`src/hw/rtl/h264dep_pkg.sv`:
```
// ----------------------------------------------------------------------------
// h264dep_pkg: shared types and constants of the H.264 RTP depacketizer
// Holds the RTP header length, the queue geometry, the Annex-B start code
// and the command word that the parser hands to the byte emitter.
// ----------------------------------------------------------------------------
package h264dep_pkg;

   // Fixed RTP header length in bytes
   localparam int HEADER_BYTES = 12;
   localparam int HC_W         = 7;

   // Command queue between parser and emitter
   localparam int QUEUE_DEPTH = 4;
   localparam int QUEUE_AW    = $clog2(QUEUE_DEPTH);

   // NAL unit types with special handling
   localparam logic [4:0] NAL_SINGLE_MIN = 5'd1;
   localparam logic [4:0] NAL_SINGLE_MAX = 5'd23;
   localparam logic [4:0] NAL_STAP_A     = 5'd24;
   localparam logic [4:0] NAL_FU_A       = 5'd28;

   // Annex-B start code, emitted in index order
   localparam logic [7:0] ANNEXB_PREFIX [4] = '{8'h00, 8'h00, 8'h00, 8'h01};
   localparam logic [2:0] START_LEN         = 3'd4;

   // One parsed input byte: what the emitter must produce for it
   typedef struct packed {
      logic [7:0] data;       // byte written after the optional start code
      logic       has_start;  // write 00 00 00 01 first
      logic       has_byte;   // write data
      logic       close;      // last result closes the unit
   } cmd_type;

endpackage

```
`src/hw/rtl/h264_rtp_depacketizer.sv`:
```
// ----------------------------------------------------------------------------
// h264_rtp_depacketizer: H.264 RTP to Annex-B byte stream converter
// Strips the RTP header and rebuilds single NAL, STAP-A and FU-A payloads
// into a start-code delimited byte stream.
//
//   channel   ports                                      direction
//   req       req_push/req_full, in_byte, first/last     in,  1 beat per byte
//   rsp       rsp_pop/rsp_empty, out_byte, byte_valid,   out, up to 5 beats
//             unit_end, run_last                              per input byte
//
// A packet byte is accepted every cycle while the command queue has room.
// A byte with a start code expands to 4 or 5 result beats in the emitter,
// so start-code bursts fill the 4-entry queue and raise req_full until the
// emitter drains. A byte's first result passes the queue slot, then the
// output register. Synchronous reset returns the parser to idle and empties
// the queue and output register. A stalled rsp_pop holds the current beat.
// ----------------------------------------------------------------------------
module h264_rtp_depacketizer
   import h264dep_pkg::*;
(
   input  logic       clock,
   input  logic       reset,
   input  logic       req_push,
   output logic       req_full,
   input  logic [7:0] req_in_byte,
   input  logic       req_first_byte,
   input  logic       req_last_byte,
   input  logic       rsp_pop,
   output logic       rsp_empty,
   output logic [7:0] rsp_out_byte,
   output logic       rsp_byte_valid,
   output logic       rsp_unit_end,
   output logic       rsp_run_last
);

   logic    cmd_push;
   cmd_type cmd;
   logic    q_full;
   logic    head_valid;
   cmd_type head_cmd;
   logic    q_pop;

   assign req_full = q_full;

   h264dep_front u_front (
      .clock          (clock),
      .reset          (reset),
      .req_push       (req_push),
      .req_in_byte    (req_in_byte),
      .req_first_byte (req_first_byte),
      .req_last_byte  (req_last_byte),
      .q_full         (q_full),
      .cmd_push       (cmd_push),
      .cmd            (cmd)
   );

   h264dep_queue u_queue (
      .clock      (clock),
      .reset      (reset),
      .push       (cmd_push),
      .push_cmd   (cmd),
      .pop        (q_pop),
      .full       (q_full),
      .head_valid (head_valid),
      .head_cmd   (head_cmd)
   );

   h264dep_back u_back (
      .clock          (clock),
      .reset          (reset),
      .head_valid     (head_valid),
      .head_cmd       (head_cmd),
      .q_pop          (q_pop),
      .rsp_pop        (rsp_pop),
      .rsp_empty      (rsp_empty),
      .rsp_out_byte   (rsp_out_byte),
      .rsp_byte_valid (rsp_byte_valid),
      .rsp_unit_end   (rsp_unit_end),
      .rsp_run_last   (rsp_run_last)
   );

endmodule

```
`src/hw/rtl/h264dep_front.sv`:
```
// ----------------------------------------------------------------------------
// h264dep_front: packet parser
// Tracks the RTP header, the NAL header and the STAP-A / FU-A structure of
// each packet, one byte per cycle while the queue has room, and issues one
// command per input byte that produces results.
// ----------------------------------------------------------------------------
module h264dep_front
   import h264dep_pkg::*;
(
   input  logic       clock,
   input  logic       reset,
   input  logic       req_push,
   input  logic [7:0] req_in_byte,
   input  logic       req_first_byte,
   input  logic       req_last_byte,
   input  logic       q_full,
   output logic       cmd_push,
   output cmd_type    cmd
);

   typedef enum logic [2:0] {
      PH_IDLE, PH_HDR, PH_NALHDR, PH_FUHDR, PH_BODY, PH_SIZE_HI, PH_SIZE_LO, PH_NALDATA
   } phase_type;

   typedef enum logic [1:0] {
      KIND_NONE, KIND_SINGLE, KIND_STAP, KIND_FU
   } kind_type;

   phase_type   phase_ff, phase_in, phase_cur;
   kind_type    kind_ff, kind_in, kind_cur;
   logic [HC_W-1:0] hc_ff, hc_in, hc_cur, hc_inc;
   logic        fef_ff, fef_in, fef_cur;
   logic [1:0]  prio_ff, prio_in;
   logic [15:0] rem_ff, rem_in, rem_dec, rem_new;
   logic [7:0]  shb_ff, shb_in;
   logic [4:0]  nal_type;
   logic        accept;
   logic        close;

   assign accept = req_push && !q_full;

   // Classify the byte and compute the next parse state
   always_comb begin
      phase_cur = req_first_byte ? PH_HDR : phase_ff;
      kind_cur  = req_first_byte ? KIND_NONE : kind_ff;
      fef_cur   = req_first_byte ? 1'b0 : fef_ff;
      hc_cur    = req_first_byte ? '0 : hc_ff;
      hc_inc    = hc_cur + HC_W'(1);
      nal_type  = req_in_byte[4:0];
      rem_dec   = rem_ff - 16'd1;
      rem_new   = {shb_ff, req_in_byte};

      phase_in  = phase_cur;
      kind_in   = kind_cur;
      fef_in    = fef_cur;
      hc_in     = hc_cur;
      prio_in   = prio_ff;
      rem_in    = rem_ff;
      shb_in    = shb_ff;
      close     = 1'b0;
      cmd       = '0;

      unique case (phase_cur)
         PH_IDLE: begin
         end
         PH_HDR: begin
            hc_in = hc_inc;
            if (hc_inc >= HC_W'(HEADER_BYTES)) begin
               phase_in = PH_NALHDR;
            end
         end
         PH_NALHDR: begin
            prio_in = req_in_byte[6:5];
            priority if (nal_type >= NAL_SINGLE_MIN && nal_type <= NAL_SINGLE_MAX) begin
               kind_in       = KIND_SINGLE;
               cmd.has_start = 1'b1;
               cmd.has_byte  = 1'b1;
               cmd.data      = req_in_byte;
               phase_in      = PH_BODY;
               close         = req_last_byte;
            end else if (nal_type == NAL_STAP_A) begin
               kind_in  = KIND_STAP;
               phase_in = PH_SIZE_HI;
               close    = req_last_byte;
            end else if (nal_type == NAL_FU_A) begin
               kind_in  = KIND_FU;
               phase_in = PH_FUHDR;
            end else begin
               kind_in  = KIND_NONE;
               phase_in = PH_IDLE;
            end
         end
         PH_FUHDR: begin
            fef_in = req_in_byte[6];
            if (req_in_byte[7]) begin
               cmd.has_start = 1'b1;
               cmd.has_byte  = 1'b1;
               cmd.data      = {1'b0, prio_ff, req_in_byte[4:0]};
            end
            phase_in = PH_BODY;
            close    = req_last_byte && req_in_byte[6];
         end
         PH_BODY: begin
            cmd.has_byte = 1'b1;
            cmd.data     = req_in_byte;
            close        = req_last_byte && (kind_cur != KIND_FU || fef_cur);
         end
         PH_SIZE_HI: begin
            shb_in   = req_in_byte;
            phase_in = PH_SIZE_LO;
            close    = req_last_byte;
         end
         PH_SIZE_LO: begin
            rem_in        = rem_new;
            cmd.has_start = 1'b1;
            phase_in      = (rem_new == 16'd0) ? PH_SIZE_HI : PH_NALDATA;
            close         = req_last_byte;
         end
         PH_NALDATA: begin
            cmd.has_byte = 1'b1;
            cmd.data     = req_in_byte;
            rem_in       = rem_dec;
            if (rem_dec == 16'd0) begin
               phase_in = PH_SIZE_HI;
            end
            close = req_last_byte;
         end
      endcase

      // Leave the packet on its last byte
      if (req_last_byte) begin
         phase_in = PH_IDLE;
         kind_in  = KIND_NONE;
      end

      cmd.close = close;
      cmd_push  = accept && (cmd.has_start || cmd.has_byte || close);
   end

   // Hold parse state; advance on each accepted beat
   always_ff @(posedge clock) begin
      if (reset) begin
         phase_ff <= PH_IDLE;
         kind_ff  <= KIND_NONE;
         hc_ff    <= '0;
         fef_ff   <= 1'b0;
      end else if (accept) begin
         phase_ff <= phase_in;
         kind_ff  <= kind_in;
         hc_ff    <= hc_in;
         fef_ff   <= fef_in;
      end
   end

   always_ff @(posedge clock) begin
      if (accept) begin
         prio_ff <= prio_in;
         rem_ff  <= rem_in;
         shb_ff  <= shb_in;
      end
   end

endmodule

```
`src/hw/rtl/h264dep_queue.sv`:
```
// ----------------------------------------------------------------------------
// h264dep_queue: command queue
// Short FIFO of parser commands that decouples the parser from the
// byte emitter, so a start-code burst does not stall the input at once.
// ----------------------------------------------------------------------------
module h264dep_queue
   import h264dep_pkg::*;
(
   input  logic    clock,
   input  logic    reset,
   input  logic    push,
   input  cmd_type push_cmd,
   input  logic    pop,
   output logic    full,
   output logic    head_valid,
   output cmd_type head_cmd
);

   cmd_type                slots_ff [QUEUE_DEPTH];
   logic [QUEUE_AW-1:0]    wr_ptr_ff, rd_ptr_ff;
   logic [QUEUE_AW:0]      count_ff;

   assign full       = (count_ff == (QUEUE_AW+1)'(QUEUE_DEPTH));
   assign head_valid = (count_ff != '0);
   assign head_cmd   = slots_ff[rd_ptr_ff];

   // Store the pushed command
   always_ff @(posedge clock) begin
      if (push) begin
         slots_ff[wr_ptr_ff] <= push_cmd;
      end
   end

   // Advance pointers and fill count
   always_ff @(posedge clock) begin
      if (reset) begin
         wr_ptr_ff <= '0;
         rd_ptr_ff <= '0;
         count_ff  <= '0;
      end else begin
         if (push) begin
            wr_ptr_ff <= wr_ptr_ff + QUEUE_AW'(1);
         end
         if (pop) begin
            rd_ptr_ff <= rd_ptr_ff + QUEUE_AW'(1);
         end
         if (push && !pop) begin
            count_ff <= count_ff + (QUEUE_AW+1)'(1);
         end else if (pop && !push) begin
            count_ff <= count_ff - (QUEUE_AW+1)'(1);
         end
      end
   end

   a_no_overflow: assert property (@(posedge clock) disable iff (reset) push |-> !full)
      else $error("command pushed into a full queue");
   a_no_underflow: assert property (@(posedge clock) disable iff (reset) pop |-> head_valid)
      else $error("command popped from an empty queue");
   a_count_range: assert property (@(posedge clock) disable iff (reset)
      count_ff <= (QUEUE_AW+1)'(QUEUE_DEPTH))
      else $error("queue count out of range");

endmodule

```
`src/hw/rtl/h264dep_back.sv`:
```
// ----------------------------------------------------------------------------
// h264dep_back: byte emitter
// Expands each queued command into its result beats (start code, data
// byte or bare end marker) and keeps the current beat in an output register.
// ----------------------------------------------------------------------------
module h264dep_back
   import h264dep_pkg::*;
(
   input  logic       clock,
   input  logic       reset,
   input  logic       head_valid,
   input  cmd_type    head_cmd,
   output logic       q_pop,
   input  logic       rsp_pop,
   output logic       rsp_empty,
   output logic [7:0] rsp_out_byte,
   output logic       rsp_byte_valid,
   output logic       rsp_unit_end,
   output logic       rsp_run_last
);

   logic [2:0] idx_ff, idx_in;
   logic       out_valid_ff, out_valid_in;
   logic [7:0] byte_ff, byte_in;
   logic       bv_ff, bv_in, ue_ff, ue_in, rl_ff, rl_in;
   logic [2:0] last_idx;
   logic       is_last;
   logic       load;

   // Pick the beat at the current index of the head command
   always_comb begin
      if (head_cmd.has_start) begin
         last_idx = head_cmd.has_byte ? START_LEN : START_LEN - 3'd1;
      end else begin
         last_idx = 3'd0;
      end
      is_last = (idx_ff == last_idx);

      if (head_cmd.has_start && idx_ff < START_LEN) begin
         byte_in = ANNEXB_PREFIX[idx_ff[1:0]];
         bv_in   = 1'b1;
      end else if (head_cmd.has_byte) begin
         byte_in = head_cmd.data;
         bv_in   = 1'b1;
      end else begin
         byte_in = 8'h00;
         bv_in   = 1'b0;
      end
      ue_in = head_cmd.close && is_last;
      rl_in = is_last;

      load   = head_valid && (!out_valid_ff || rsp_pop);
      q_pop  = load && is_last;
      idx_in = is_last ? 3'd0 : idx_ff + 3'd1;

      if (load) begin
         out_valid_in = 1'b1;
      end else if (rsp_pop) begin
         out_valid_in = 1'b0;
      end else begin
         out_valid_in = out_valid_ff;
      end
   end

   // Advance the beat index and the output valid
   always_ff @(posedge clock) begin
      if (reset) begin
         idx_ff       <= '0;
         out_valid_ff <= 1'b0;
      end else begin
         out_valid_ff <= out_valid_in;
         if (load) begin
            idx_ff <= idx_in;
         end
      end
   end

   // Hold the result beat until popped
   always_ff @(posedge clock) begin
      if (load) begin
         byte_ff <= byte_in;
         bv_ff   <= bv_in;
         ue_ff   <= ue_in;
         rl_ff   <= rl_in;
      end
   end

   assign rsp_empty      = !out_valid_ff;
   assign rsp_out_byte   = byte_ff;
   assign rsp_byte_valid = bv_ff;
   assign rsp_unit_end   = ue_ff;
   assign rsp_run_last   = rl_ff;

   a_idx_range: assert property (@(posedge clock) disable iff (reset) idx_ff <= START_LEN)
      else $error("beat index out of range");
   a_bare_closes: assert property (@(posedge clock) disable iff (reset)
      (out_valid_ff && !bv_ff) |-> (ue_ff && rl_ff && byte_ff == 8'h00))
      else $error("bare marker does not close a unit");
   a_end_is_last: assert property (@(posedge clock) disable iff (reset)
      (out_valid_ff && ue_ff) |-> rl_ff)
      else $error("unit end on a beat that is not the last of its byte");

endmodule

```
`config.mk`:
```
export PLATFORM = sky130hd
export DESIGN_NAME = h264_rtp_depacketizer
export DESIGN_NICKNAME = d
export VERILOG_FILES = /design/src/hw/rtl/h264dep_pkg.sv /design/src/hw/rtl/h264_rtp_depacketizer.sv /design/src/hw/rtl/h264dep_front.sv /design/src/hw/rtl/h264dep_queue.sv /design/src/hw/rtl/h264dep_back.sv
export SDC_FILE = /design/constraint.sdc
export NUM_CORES = 1
export LEC_CHECK = 0
export BUFFER_PORTS_ARGS = -buffer_cell sky130_fd_sc_hd__buf_4
export CAP_MARGIN = 20
export CORE_UTILIZATION = 59
export CTS_BUF_LIST = sky130_fd_sc_hd__clkbuf_8
export CTS_CLUSTER_SIZE = 40
export DETAILED_ROUTE_END_ITERATION = 6
export PLACE_DENSITY = 0.73
export SLEW_MARGIN = 20
export SYNTH_ARGS = -nofsm -noshare
export SYNTH_HDL_FRONTEND = slang
export SYNTH_SLANG_ARGS = --single-unit
```
`constraint.sdc`:
```
create_clock -name clock -period 3.3 [get_ports clock]
set_input_delay 0.33 -clock clock [delete_from_list [all_inputs] [get_ports clock]]
set_output_delay 0.33 -clock clock [all_outputs]
set_load 0.02 [all_outputs]
```
# After elaboration in Yosys (flattened, before gate mapping)
# Memories as Yosys holds them, arrays and structs flattened. A register that Yosys moved wholly into a read port is not among the register bits.
# Index checks and enable logic that the tools add are counted.
[totals]
reg_bits = 61
mem_bits_rw = 44
out_inout_bits = 13
word_cells = 117
memories = 1
[op_classes]
n_mux = 45
magnitude_cmp = 5
eq_ne = 12
n_reduce_logical = 30
n_bitwise = 1
addsub = 7
[memory_table]
columns = ["name", "depth", "word_bits", "read_ports", "rd_clocked_by_memory_dff", "wr", "line_no", "rtl"]
rows = [
  ["u_queue.slots_ff", 4, 11, 1, 1, 1, "h264dep_queue.sv:19", "cmd_type slots_ff [QUEUE_DEPTH];"],
]
[ops]
columns = ["cell", "n"]
rows = [
  ["$mux W3", 11],
  ["$logic_not A16 Y1", 2],
  ["$mux W8", 4],
  ["$pmux W16 S2", 1],
  ["$pmux W8 S3", 1],
  ["$mux W2", 10],
  ["$pmux W3 S6", 1],
  ["$bmux W8 S2", 1],
  ["$sub A16 B1 Y16 const B", 1],
  ["$eq A3 B3 Y1 const B", 5],
  ["$mux W7", 2],
  ["$logic_and A1 B1 Y1", 11],
  ["$eq A5 B5 Y1 const B", 2],
  ["$mux W10", 1],
  ["$mux W1", 9],
  ["$mux W9", 1],
  ["$add A7 B1 Y7 const B", 1],
  ["$ge A7 B4 Y1 const B", 1],
  ["$add A3 B1 Y3 const B", 2],
  ["$eq A3 B2 Y1 const B", 2],
  ["$pmux W1 S3", 2],
  ["$reduce_and A2 Y1", 3],
  ["$reduce_bool A2 Y1", 3],
  ["$ge A5 B1 Y1 const B", 1],
  ["other kinds (15)", 22],
]

# Depth between registers and ports, before layout
# Gate-level depths: netlist of run 1.
[logic_depth]
depth_word = 11
ltp_mapped = 12

# Cells and area by module
# Synthesis of run 1 repeated with hierarchy kept, for this count alone.
[hier_totals]
hier_cells = 444
area_unflattened_um2 = 5162.5
[modules_own_cells]
columns = ["mod", "area_per_inst_um2", "cells_per_inst", "n_inst"]
rows = [
  ["h264dep_front", 2499.9, 288, 1],
  ["h264dep_queue", 2019.4, 101, 1],
  ["h264dep_back", 643.1, 55, 1],
]

# Least setup slack after synthesis of run 1
# OpenSTA, ideal clock, no wires.
[synth_path]
path_type = "register to register"
start = "register (tool-made name)"
end = "register u_queue.count_ff[2]"
stages_incl_launch_ff = 12
period_less_slack_ns = 2.629
slack_ns = 0.671
arrival_ns = 2.559
cell_sequence = "dfxtp_1 buf_6 mux4_2 or4b_1 nand3_4 nand2_4 ha_1 inv_1 fa_1 xor2_1 or3_1 a21oi_1"
[synth_rtl]
columns = ["element", "line_no", "rtl"]
rows = [
  ["to (signal assigned)", "h264dep_queue.sv:48", "count_ff <= count_ff + (QUEUE_AW+1)'(1);"],
  ["to (signal assigned)", "h264dep_queue.sv:50", "count_ff <= count_ff - (QUEUE_AW+1)'(1);"],
  ["to (decl)", "h264dep_queue.sv:21", "logic [QUEUE_AW:0] count_ff;"],
]

# Worst setup path in the final report of run 1
[layout_path]
start = "register u_front.phase_ff[1]"
end = "register u_queue.count_ff[2]"
[layout_between]
elab_chain_cells = 10
elab_cells_between_ends = 20
cone_classes = "eq/ne: 6; mux: 5; reduce/logical: 9"
[layout_rtl]
columns = ["element", "line_no", "rtl"]
rows = [
  ["from (decl)", "h264dep_front.sv:29", "phase_type phase_ff, phase_in, phase_cur;"],
  ["from (signal assigned)", "h264dep_front.sv:148", "phase_ff <= phase_in;"],
  ["$mux W3 *", "h264dep_front.sv:44", "phase_cur = req_first_byte ? PH_HDR : phase_ff;"],
  ["$eq A3 B3 Y1", "h264dep_front.sv:63", "unique case (phase_cur)"],
  ["$reduce_or A2 Y1 (no source line)", "n/a", ""],
  ["$pmux W1 S3", "h264dep_front.sv:63", ""],
  ["$logic_or A1 B1 Y1", "h264dep_front.sv:137", "cmd_push = accept && (cmd.has_start || cmd.has_byte || close);"],
  ["$logic_or A1 B1 Y1 *", "h264dep_front.sv:137", ""],
  ["$logic_and A1 B1 Y1 *", "h264dep_front.sv:137", ""],
  ["named net cmd_push", "h264_rtp_depacketizer.sv:36", "logic cmd_push;"],
  ["$logic_not A1 Y1", "h264dep_queue.sv:49", "end else if (pop && !push) begin"],
  ["$logic_and A1 B1 Y1", "h264dep_queue.sv:49", ""],
  ["$reduce_bool A2 Y1 (no source line)", "n/a", ""],
]
# Mark *: on every way through the listed nets, which the timed path passes. The rest lies on a longest branch.
# A chain may end at the register's enable or synchronous reset.

==> results of run 1 <==
==> cells in the mapped netlist, types with 10 or more instances <==
cell type,number
a21oi_1,25
and2_1,10
and3_1,15
clkbuf_1,16
dfxtp_1,26
edfxtp_1,81
inv_1,16
mux4_1,10
nand2_1,40
nand3_1,11
nor2_1,24
nor3_1,12
o21ai_0,32
==> path summary, 6_finish.rpt <==
check                         to  slack, ns           startpoint  cells after the start
min reg2reg     u_front.hc_ff[1]       0.48     u_front.hc_ff[1]                      2
max          u_queue.count_ff[2]       0.33  u_front.phase_ff[1]                     11
min            u_front.shb_ff[0]       0.16       req_in_byte[0]                      1
max reg2reg  u_queue.count_ff[2]       0.33  u_front.phase_ff[1]                     11
==> sequential cells by signal, indices dropped and copies added (netlist names), 2 cells and up, named ones only <==
signal               count
u_queue.slots_ff        44
u_front.rem_ff          16
u_back.rsp_out_byte      8
u_front.shb_ff           8
u_front.hc_ff            7
u_back.idx_ff            3
u_front.phase_ff         3
u_queue.count_ff         3
u_front.kind_ff          2
u_front.prio_ff          2
u_queue.rd_ptr_ff        2
u_queue.wr_ptr_ff        2
==> per-layer routing <==
metal / vias up / global-route usage
met5: - / 0
met4: 0 / 0.0662
met3: 17 / 0.0561
met2: 98 / 0.381
met1: 1679 / 0.301
li1: 1757 / -
==> area by class of cell <==
class	instances	area [um2]	share of cell area
timing repair buffer	32	240	0.0421
sequential	107	2950	0.517
tap	108	135	0.0237
inverter	16	60.1	0.0105
multi-input combinational	308	2150	0.376
clock inverter	7	52.6	0.00920
clock buffer	9	124	0.0217
==> through the flow <==
| step | instance area (um2) | utilization | worst slack (ns) | hold WS (ns) |
|---|---|---|---|---|
| floorplan | 5250 | - | 0.671 | 0.429 |
| global placement | 5540 | 0.638 | 0.466 | 0.455 |
| detailed placement | 5540 | 0.638 | 0.404 | 0.462 |
| CTS | 5710 | 0.658 | 0.357 | 0.148 |
| global route | 5710 | 0.658 | 0.101 | 0.157 |
| finish | 5710 | 0.658 | 0.326 | 0.164 |
==> power breakdown <==
group | switching [mW] | internal (mW)
Sequential | 0.0550 | 1.56
Combinational | 0.348 | 0.263
Clock | 0.456 | 0.280
==> cell families (layout without fill, tap and decap cells) <==
| kind of cell | after synthesis | in the layout |
|---|---|---|
| simple gates | 171 | 171 |
| flops | 107 | 107 |
| compound gates | 98 | 98 |
| buf+inv | 37 | 64 |
| xor+xnor | 16 | 16 |
| mux | 13 | 13 |
| fa+ha+maj | 10 | 10 |
==> critical path: cells and delay by family (launching register included) <==
| kind | cells | cell delay, ns |
|---|---|---|
| xor gates and xnor gates | 1 | 0.16 |
| DFF | 1 | 0.61 |
| AOI/OAI and AO/OA | 3 | 0.59 |
| and+or+nand+nor | 4 | 0.92 |
| adders and majority gates | 2 | 0.57 |
| buffers and inverters | 1 | 0.06 |
==> reports/summary.txt, run 1 <==
I/O Buffers = 26
CP Max Fanout = 14
Hold crit path type = primary input to flip-flop
Die H = 96.3 um
Crit path kind = flip-flop to flip-flop
Die boundary width = 96.3 um
XOR/XNOR Fraction of Synth Area = 0.0281
DPL Wire Length = 6820 um
CP peak stage delay = 0.61 ns
TritonCTS clock tree = built
# IOs = 27
Root buffer cell = clkbuf_8
Total gr overflow = 0
Final net count = 498
Worst Setup End Kind = flip-flop
Post-Route Setup TNS = 0 ns
Share of layout cells above drive strength 1 = 0.121
Clk slew on worst S/H paths = 0.10 ns
Power Total = 2.96 mW
Predominant post-synthesis flop cell = edfxtp_1
Post-Synth Simple-Gate Area = 0.180
Sink Count = 107
Setup Skew = 0.0130 ns
Residual DRC = 0
DR pass1 iterations = 4
Status = complete, no violations
Adder-cell share of the synthesized area = 0.0253
Cell variety after synth = 64
DR WL met3 = 459 um
Number of synthesized register bits = 107
First-pass GRT wire length = 15700 um
Mux contribution to synthesized area = 0.0582
Initial DRC Count = 124
Inst Count DP = 571
Final Max Slew Viols = 0
Slew HR = 0.364
Max Clk Rate = 336 MHz
Initial antenna violation count = 0
Crit share post-route = 0.901
Clk buf depth = 2
Cells after Synth = 452
Leak Pwr = 2.06 nW
# diodes = 0
Peak supply drop = 0.000238 V
Hold-fix buffers, CTS = 0
Synth Net Count = 476
Max stage delay cell, worst path = dfxtp_1
Most frequent cells in the layout = 81 x edfxtp_1, 40 x nand2_1, 32 x o21ai_0, 32 x buf_4, 26 x dfxtp_1
DR top layer = met4
Post-synth EDFFs = 81
Synth Area in Compound Gates = 0.117
Filler cell count = 644
Synth top area cells = edfxtp_1 46%, dfxtp_1 9.9%, mux4_1 5.0%
Largest net degree at the start of global routing = 34
Total number of vias = 3551
DR vias/cell = 6.05
Fin crit period = 2.97 ns
Die area = 9280 um2
Largest family of logic cells by synthesized area = simple AND/OR/NAND/NOR gates
Clk_lat worst skew = 0.37 ns
Worst-Margin Slew = 0.955 ns
# resized after CTS = 0
Synth Warn # = 0
Synth Cell Area = 5250 um2
PwrDens = 519 nW/um2
Met2 WL = 4820 um
Fin. Hold Viols = 0
CP Data Required Time = 3.60 ns
Vias in the first global route = 3169
Commonest non-fill, non-tap cell in the layout = edfxtp_1
Worst Setup Start Kind = flip-flop
Max_cap viols = 0
Avg WL per Cell = 16.8 um
CTS H-tree depth = 3
Sequential-to-total area share from yosys stat = 0.562
Row cnt = 34
CTS Buf Count = 9
CP Cell Sequence = nor2b_1 > nand2_1 > o211ai_1 > a211oi_1 > nor2_1 > ha_1 > inv_1 > fa_1 > xor2_1 > or3_1 > a21oi_1
Unrepaired setup endpoints after global routing = false
Setup violations, final = 0
Starting Density = 0.605
Post-synth ARST share = 0
Synth-to-Final Area Change = 8.79%
Finished Layout Cells = 587
Metal1 wirelength = 4400 um
Antenna Violating Nets Remaining = 0
GP Congestion = 0.817
Total wire length = 9860 um
Total track usage = 0.230
Mapped Avg Cell Area = 11.6 um2
Setup bufs post-CTS = 0
Area leader, netlist = edfxtp_1
WP data arrival = 3.28 ns
Synth top area share = 0.463
Area of the core = 8680 um2
Note: power is estimated with default switching activity, not from simulation.
==> inputs of run 2 (changes only) <==
ABC_AREA = 1   (was not set)
SYNTH_HIERARCHICAL = 1   (was not set)
==> run 2 against run 1 <==
Compared with the run above: worst hold slack got worse by 0.011 ns; critical path depth up 4; sequential share of layout area decreased by 2.3 points; register-to-register slack better by 0.06 ns; synthesized cell count increased by 34%; design area up 4.7%; largest power group unchanged.
==> reports/summary.txt, run 2 <==
Status = complete, no violations (unchanged)
CP bufs+invs = 5 (was 1)
Worst Setup Start Kind = flip-flop (unchanged)
Worst-Margin Slew = 0.531 ns (was 0.955 ns)
Most frequent cells in the layout = 119 x nand2_1, 88 x nor2_1, 83 x inv_1 (was 81 x edfxtp_1, 40 x nand2_1, 32 x o21ai_0, 32 x buf_4, 26 x dfxtp_1)
Final Max Slew Viols = 0 (unchanged)
Vias in the first global route = 3931 (was 3169)
Commonest non-fill, non-tap cell in the layout = nand2_1 (was edfxtp_1)
# resized after CTS = 0 (unchanged)
Synth Net Count = 629 (was 476)
Total wire length = 10600 um (was 9860 um)
Total number of vias = 3993 (was 3551)
DR vias/cell = 5.34 (was 6.05)
Fin. Hold Viols = 0 (unchanged)
Slew HR = 0.646 (was 0.364)
Number of synthesized register bits = 107 (unchanged)
PwrDens = 558 nW/um2 (was 519 nW/um2)
Initial antenna violation count = 0 (unchanged)
Post-Route Setup TNS = 0 ns (unchanged)
Sink Count = 107 (unchanged)
Starting Density = 0.618 (was 0.605)
CP Data Required Time = 3.58 ns (was 3.60 ns)
Clk buf depth = 2 (unchanged)
Fin crit period = 2.92 ns (was 2.97 ns)
Area leader, netlist = edfxtp_1 (unchanged)
Peak supply drop = 0.000379 V (was 0.000238 V)
CP Max Fanout = 22 (was 14)
# diodes = 0 (unchanged)
Die area = 9660 um2 (was 9280 um2)
Total gr overflow = 0 (unchanged)
Crit path top cell by count = inv_1
Sequential-to-total area share from yosys stat = 0.540 (was 0.562)
Residual DRC = 0 (unchanged)
Area of the core = 8850 um2 (was 8680 um2)
Synth top area cells = edfxtp_1 44%, dfxtp_1 9.5%, nand2_1 8.2% (was edfxtp_1 46%, dfxtp_1 9.9%, mux4_1 5.0%)
Hold-fix buffers, CTS = 0 (unchanged)
Synth top area share = 0.445 (was 0.463)
Post-synth ARST share = 0 (unchanged)
Leak Pwr = 2.51 nW (was 2.06 nW)
TritonCTS clock tree = built (unchanged)
Most flops, register = u_queue/slots_ff (was u_queue.slots_ff)
Most frequent cell after synthesis = nand2_1 (was edfxtp_1)
Most common library cells after synthesis = 119 x nand2_1, 88 x nor2_1, 82 x inv_1, 81 x edfxtp_1, 36 x o21ai_0 (was 81 x edfxtp_1, 40 x nand2_1, 32 x o21ai_0, 26 x dfxtp_1, 25 x a21oi_1)
CTS Buf Count = 9 (unchanged)
Mapped Avg Cell Area = 9.04 um2 (was 11.6 um2)
Root buffer cell = clkbuf_8 (unchanged)
Row cnt = 34 (unchanged)
Clk_lat worst skew = 0.38 ns (was 0.37 ns)
Hold Startpoint = req_in_byte[5] (was req_in_byte[0])
Largest net degree at the start of global routing = 28 (was 34)
Largest delay share family, worst path = buffers and inverters (was simple AND/OR/NAND/NOR gates)
Cells after Synth = 605 (was 452)
Synth Warn # = 6 (was 0)
Unrepaired setup endpoints after global routing = false (unchanged)
DR pass1 iterations = 7 (was 4)
Cell variety after synth = 45 (was 64)
Final net count = 659 (was 498)
Setup bufs post-CTS = 0 (unchanged)
WP data arrival = 3.20 ns (was 3.28 ns)
Synth-to-Final Area Change = 9.33% (was 8.79%)
Die H = 98.3 um (was 96.3 um)
Placed Instance Area = 5750 um2 (was 5540 um2)
CTS H-tree depth = 3 (unchanged)
Crit path kind = flip-flop to flip-flop (unchanged)
Post-synth EDFFs = 81 (unchanged)
DPL Wire Length = 7650 um (was 6820 um)
Setup violations, final = 0 (unchanged)
Avg WL per Cell = 14.1 um (was 16.8 um)
Antenna Violating Nets Remaining = 0 (unchanged)
Worst Setup End Kind = flip-flop (unchanged)
I/O Buffers = 26 (unchanged)
Total track usage = 0.237 (was 0.230)
Crit share post-route = 0.884 (was 0.901)
GP Congestion = 0.906 (was 0.817)
Die boundary width = 98.3 um (was 96.3 um)
Synth Cell Area = 5470 um2 (was 5250 um2)
CP peak stage delay = 0.47 ns (was 0.61 ns)
First-pass GRT wire length = 17800 um (was 15700 um)
Largest registers = u_queue/slots_ff x44, u_front/rem_ff x16 (was u_queue.slots_ff x44, u_front.rem_ff x16)
Max_cap viols = 0 (unchanged)
Setup Skew = 0.0132 ns (was 0.0130 ns)
Share of layout cells above drive strength 1 = 0.156 (was 0.121)
# IOs = 27 (unchanged)
Max Clk Rate = 343 MHz (was 336 MHz)
Clk slew on worst S/H paths = 0.11 ns (was 0.10 ns)
Largest register FFs = 44 (unchanged)
CP Cell Sequence = inv_2 > nor2_1 > o22ai_1 > inv_2 > nand2_1 > nand2_1 > nand2_2 > nand3_2 > inv_1 > inv_1 > ha_1 > inv_1 > fa_1 > o21ai_0 > nor2_1 (was nor2b_1 > nand2_1 > o211ai_1 > a211oi_1 > nor2_1 > ha_1 > inv_1 > fa_1 > xor2_1 > or3_1 > a21oi_1)
Hold crit path type = primary input to flip-flop (unchanged)
Max stage delay cell, worst path = o22ai_1 (was dfxtp_1)
Predominant post-synthesis flop cell = edfxtp_1 (unchanged)
Initial DRC Count = 185 (was 124)
Fin area = 5980 um2 (was 5710 um2)
==> run 2: final timing paths <==
kind                         end  slack (ns)  depth (start not counted)
max          u_queue/count_ff[1]        0.38                         15
min            u_front/shb_ff[5]        0.15                          1
max reg2reg  u_queue/count_ff[1]        0.38                         15
min reg2reg            flip-flop        0.45                          1
==> run 2: cell families after synthesis <==
group                      after synthesis  synth area share
AOI/OAI and AO/OA                       94            0.0965
buffers and inverters                  107            0.0828
and+or+nand+nor                        280             0.244
DFF                                    107             0.540
adders and majority gates               10            0.0242
xor gates and xnor gates                 7            0.0126
==> run 2: power breakdown <==
| part | leakage [nW] | internal (mW) | total (mW) | switching [mW] |
|---|---|---|---|---|
| Sequential | 1.03 | 1.58 | 1.64 | 0.0653 |
| Combinational | 1.36 | 0.274 | 0.774 | 0.500 |
| Clock | 0.121 | 0.444 | 0.920 | 0.477 |
| Total | 2.51 | 2.30 | 3.34 | 1.04 |
==> run 2: layout make-up <==
cell class              instances  area, um2
flip-flops and latches        107       2950
fillers                       730       2870
multi-input cells             391       2070
inverters                      95        365
repair buffers                 31        233
well taps                     108        135
clock buffers                   9        124
clock inverters                 7        106
==> run 2: per-stage QoR <==
step	std cells	util	total power [mW]	hold WS (ns)	worst slack, ns
after global routing	748	0.676	3.50	0.143	0.0809
after floorplan	605	-	2.22	0.399	0.577
after CTS	748	0.676	3.36	0.144	0.377
after detailed placement	732	0.650	2.45	0.442	0.401
after global placement	732	0.650	2.42	0.426	0.582
final	748	0.676	3.34	0.152	0.383
==> run 2: per-layer routing <==
metal	track usage	part of all wire	vias up
li1	-	-	2044
met1	0.301	0.46	1869
met2	0.413	0.50	67
met3	0.0379	0.028	13
met4	0.0850	0.017	0
met5	0	0	-
==> inputs of run 3 (changes only) <==
ABC_AREA = not set   (was 1)
SLEW_MARGIN = not set   (was 20)
==> run 3 against run 2 <==
Compared with the run above: critical path depth decreased by 3; clock power fell by 21%; via count is 11% lower; core utilization is 0.68 points higher; combinational power fell by 91%; setup slack worse by 0.13 ns; global-route usage rose by 0.21 points; power fell by 33%; largest cell class unchanged; sequential share of layout area up 2.5 points; critical endpoint is now u_queue/count_ff[2]; clock skew fell by 0.0019 ns.
==> reports/summary.txt, run 3 <==
Status = complete, no violations (unchanged)
Final Max Slew Viols = 0 (unchanged)
Max Clk Rate = 328 MHz (was 343 MHz)
Synth top area cells = edfxtp_1 47%, dfxtp_1 10%, mux4_2 4.4% (was edfxtp_1 44%, dfxtp_1 9.5%, nand2_1 8.2%)
Slew HR = 0.676 (was 0.646)
Cell variety after synth = 62 (was 45)
Setup violations, final = 0 (unchanged)
Power Total = 2.23 mW (was 3.34 mW)
Mapped Avg Cell Area = 11.6 um2 (was 9.04 um2)
Area leader, netlist = edfxtp_1 (unchanged)
Hold Startpoint = req_in_byte[0] (was req_in_byte[5])
DPL Wire Length = 7100 um (was 7650 um)
WHS Endpoint = u_front/shb_ff[0] (was u_front/shb_ff[5])
Total wire length = 9930 um (was 10600 um)
Crit path kind = flip-flop to flip-flop (unchanged)
DR vias/cell = 6.03 (was 5.34)
First-pass GRT wire length = 16200 um (was 17800 um)
Root buffer cell = clkbuf_8 (unchanged)
Residual DRC = 0 (unchanged)
Most frequent cell after synthesis = edfxtp_1 (was nand2_1)
Sequential-to-total area share from yosys stat = 0.572 (was 0.540)
Number of synthesized register bits = 107 (unchanged)
Clk_lat worst skew = 0.36 ns (was 0.38 ns)
Row cnt = 33 (was 34)
Worst Setup Start Kind = flip-flop (unchanged)
Most common library cells after synthesis = 81 x edfxtp_1, 43 x nand2_1, 40 x nor2_1, 26 x dfxtp_1, 25 x o21ai_0 (was 119 x nand2_1, 88 x nor2_1, 82 x inv_1, 81 x edfxtp_1, 36 x o21ai_0)
Total number of vias = 3554 (was 3993)
Worst Reg-to-Reg Cells = 12 (was 15)
# diodes = 0 (unchanged)
Initial antenna violation count = 0 (unchanged)
Clk buf depth = 2 (unchanged)
Post-Route Setup TNS = 0 ns (unchanged)
I/O Buffers = 26 (unchanged)
Final core utilization = 0.683 (was 0.676)
Total gr overflow = 0 (unchanged)
Hold depth = 1 (unchanged)
Final net count = 503 (was 659)
Synth Net Count = 468 (was 629)
Largest register FFs = 44 (unchanged)
Largest registers = u_queue/slots_ff x44, u_front/rem_ff x16 (unchanged)
Synth top area share = 0.471 (was 0.445)
# IOs = 27 (unchanged)
Sink Count = 107 (unchanged)
Unrepaired setup endpoints after global routing = false (unchanged)
TritonCTS clock tree = built (unchanged)
Fin. Hold Viols = 0 (unchanged)
R2R setup slack = 0.25 ns (was 0.38 ns)
Crit share post-route = 0.924 (was 0.884)
Inst Count DP = 573 (was 732)
PwrDens = 391 nW/um2 (was 558 nW/um2)
Total track usage = 0.239 (was 0.237)
Commonest non-fill, non-tap cell in the layout = edfxtp_1 (was nand2_1)
CP Data Required Time = 3.60 ns (was 3.58 ns)
Synth-to-Final Area Change = 10.3% (was 9.33%)
GP Congestion = 0.915 (was 0.906)
R2R Path End = u_queue/count_ff[2] (was u_queue/count_ff[1])
Cells after Synth = 444 (was 605)
Setup bufs post-CTS = 0 (unchanged)
Filler cell count = 647 (was 730)
Starting Density = 0.619 (was 0.618)
Antenna Violating Nets Remaining = 0 (unchanged)
Worst-Margin Slew = 0.486 ns (was 0.531 ns)
Post-synth ARST share = 0 (unchanged)
Post-synth EDFFs = 81 (unchanged)
Flip-flop and latch area = 2950 um2 (unchanged)
Most flops, register = u_queue/slots_ff (unchanged)
CP Max Fanout = 3 (was 22)
Most frequent cells in the layout = 81 x edfxtp_1, 46 x buf_4, 43 x nand2_1 (was 119 x nand2_1, 88 x nor2_1, 83 x inv_1)
Die H = 95.5 um (was 98.3 um)
Setup Skew = 0.0113 ns (was 0.0132 ns)
Synth Warn # = 6 (unchanged)
Largest net degree at the start of global routing = 29 (was 28)
DR pass1 iterations = 4 (was 7)
Fin crit period = 3.05 ns (was 2.92 ns)
Area of the core = 8340 um2 (was 8850 um2)
Area of the multi-input gates = 2040 um2 (was 2070 um2)
Vias in the first global route = 3352 (was 3931)
Fin area = 5700 um2 (was 5980 um2)
Peak supply drop = 0.000241 V (was 0.000379 V)
CTS Buf Count = 9 (unchanged)
Synth Cell Area = 5160 um2 (was 5470 um2)
Share of layout cells above drive strength 1 = 0.167 (was 0.156)
Initial DRC Count = 152 (was 185)
Die area = 9130 um2 (was 9660 um2)
CTS H-tree depth = 3 (unchanged)
Max_cap viols = 0 (unchanged)
Finished Layout Cells = 589 (was 748)
Placed Instance Area = 5520 um2 (was 5750 um2)
Hold crit path type = primary input to flip-flop (unchanged)
# resized after CTS = 0 (unchanged)
Die boundary width = 95.5 um (was 98.3 um)
Worst Setup End Kind = flip-flop (unchanged)
Leak Pwr = 1.99 nW (was 2.51 nW)
Avg WL per Cell = 16.9 um (was 14.1 um)
WP data arrival = 3.35 ns (was 3.20 ns)
Predominant post-synthesis flop cell = edfxtp_1 (unchanged)
Hold-fix buffers, CTS = 0 (unchanged)
Clk slew on worst S/H paths = 0.10 ns (was 0.11 ns)
run 3: worst max-delay path by stage:
stage | startpoint | endpoint
3_3_place_gp | req_first_byte | u_queue/count_ff[2]
2_1_floorplan | u_front/phase_ff[2] | u_queue/count_ff[2]
5_1_grt | u_front/phase_ff[2] | u_queue/count_ff[2]
4_1_cts | flip-flop | u_queue/count_ff[2]
6_report | flip-flop | u_queue/count_ff[2]
3_5_place_dp | req_first_byte | u_queue/count_ff[2]
run 3: cell type report:
type	instances	area share
sequential	107	0.518
multi-input combinational	302	0.358
timing repair buffer	46	0.0606
tap	105	0.0231
clock buffer	9	0.0217
clock inverter	7	0.00923
inverter	13	0.00857
run 3: kinds of logic (layout without fill, tap and decap cells):
logic type | Yosys count | after routing | share of synthesized area
flip-flops | 107 | 107 | 0.572
buffers and inverters | 35 | 75 | 0.0327
AND/OR/NAND/NOR | 178 | 178 | 0.181
multiplexers | 15 | 15 | 0.0570
XOR/XNOR | 19 | 19 | 0.0322
adder cells (fa/ha/maj) | 10 | 10 | 0.0257
AO/OA/AOI/OAI | 80 | 80 | 0.0991
run 3: critical path, stage by stage, from the launching register on:
cell	delay, ns
dfxtp_1	0.43
mux4_2	0.57
or2_0	0.23
a211oi_2	0.32
or2_4	0.18
and2_1	0.21
inv_1	0.07
ha_1	0.20
inv_1	0.07
fa_1	0.18
xor2_1	0.08
or3_1	0.31
a21oi_1	0.14
run 3: report_power, final:
group	internal, mW	leakage, nW	total (mW)	switching [mW]
combinational	0.0249	0.948	0.0671	0.0421
sequential	1.43	0.953	1.43	0.00118
clock	0.282	0.0908	0.727	0.445
run 3: through the flow:
| stage | hold WS [ns] | setup slack, ns |
|---|---|---|
| after floorplan | 0.399 | 0.257 |
| after global placement | 0.444 | 0.324 |
| after detailed placement | 0.456 | 0.257 |
| after CTS | 0.164 | 0.272 |
| after global routing | 0.167 | 0.0390 |
| final | 0.189 | 0.250 |
run 3: routing by layer:
| layer | vias to the layer above | GRT usage | routed length (um) |
|---|---|---|---|
| met5 | - | 0 | 0 |
| met2 | 85 | 0.415 | 5190 |
| met3 | 4 | 0.0542 | 350 |
| met4 | 0 | 0.0659 | 46 |
| met1 | 1745 | 0.301 | 4340 |
| li1 | 1720 | - | - |
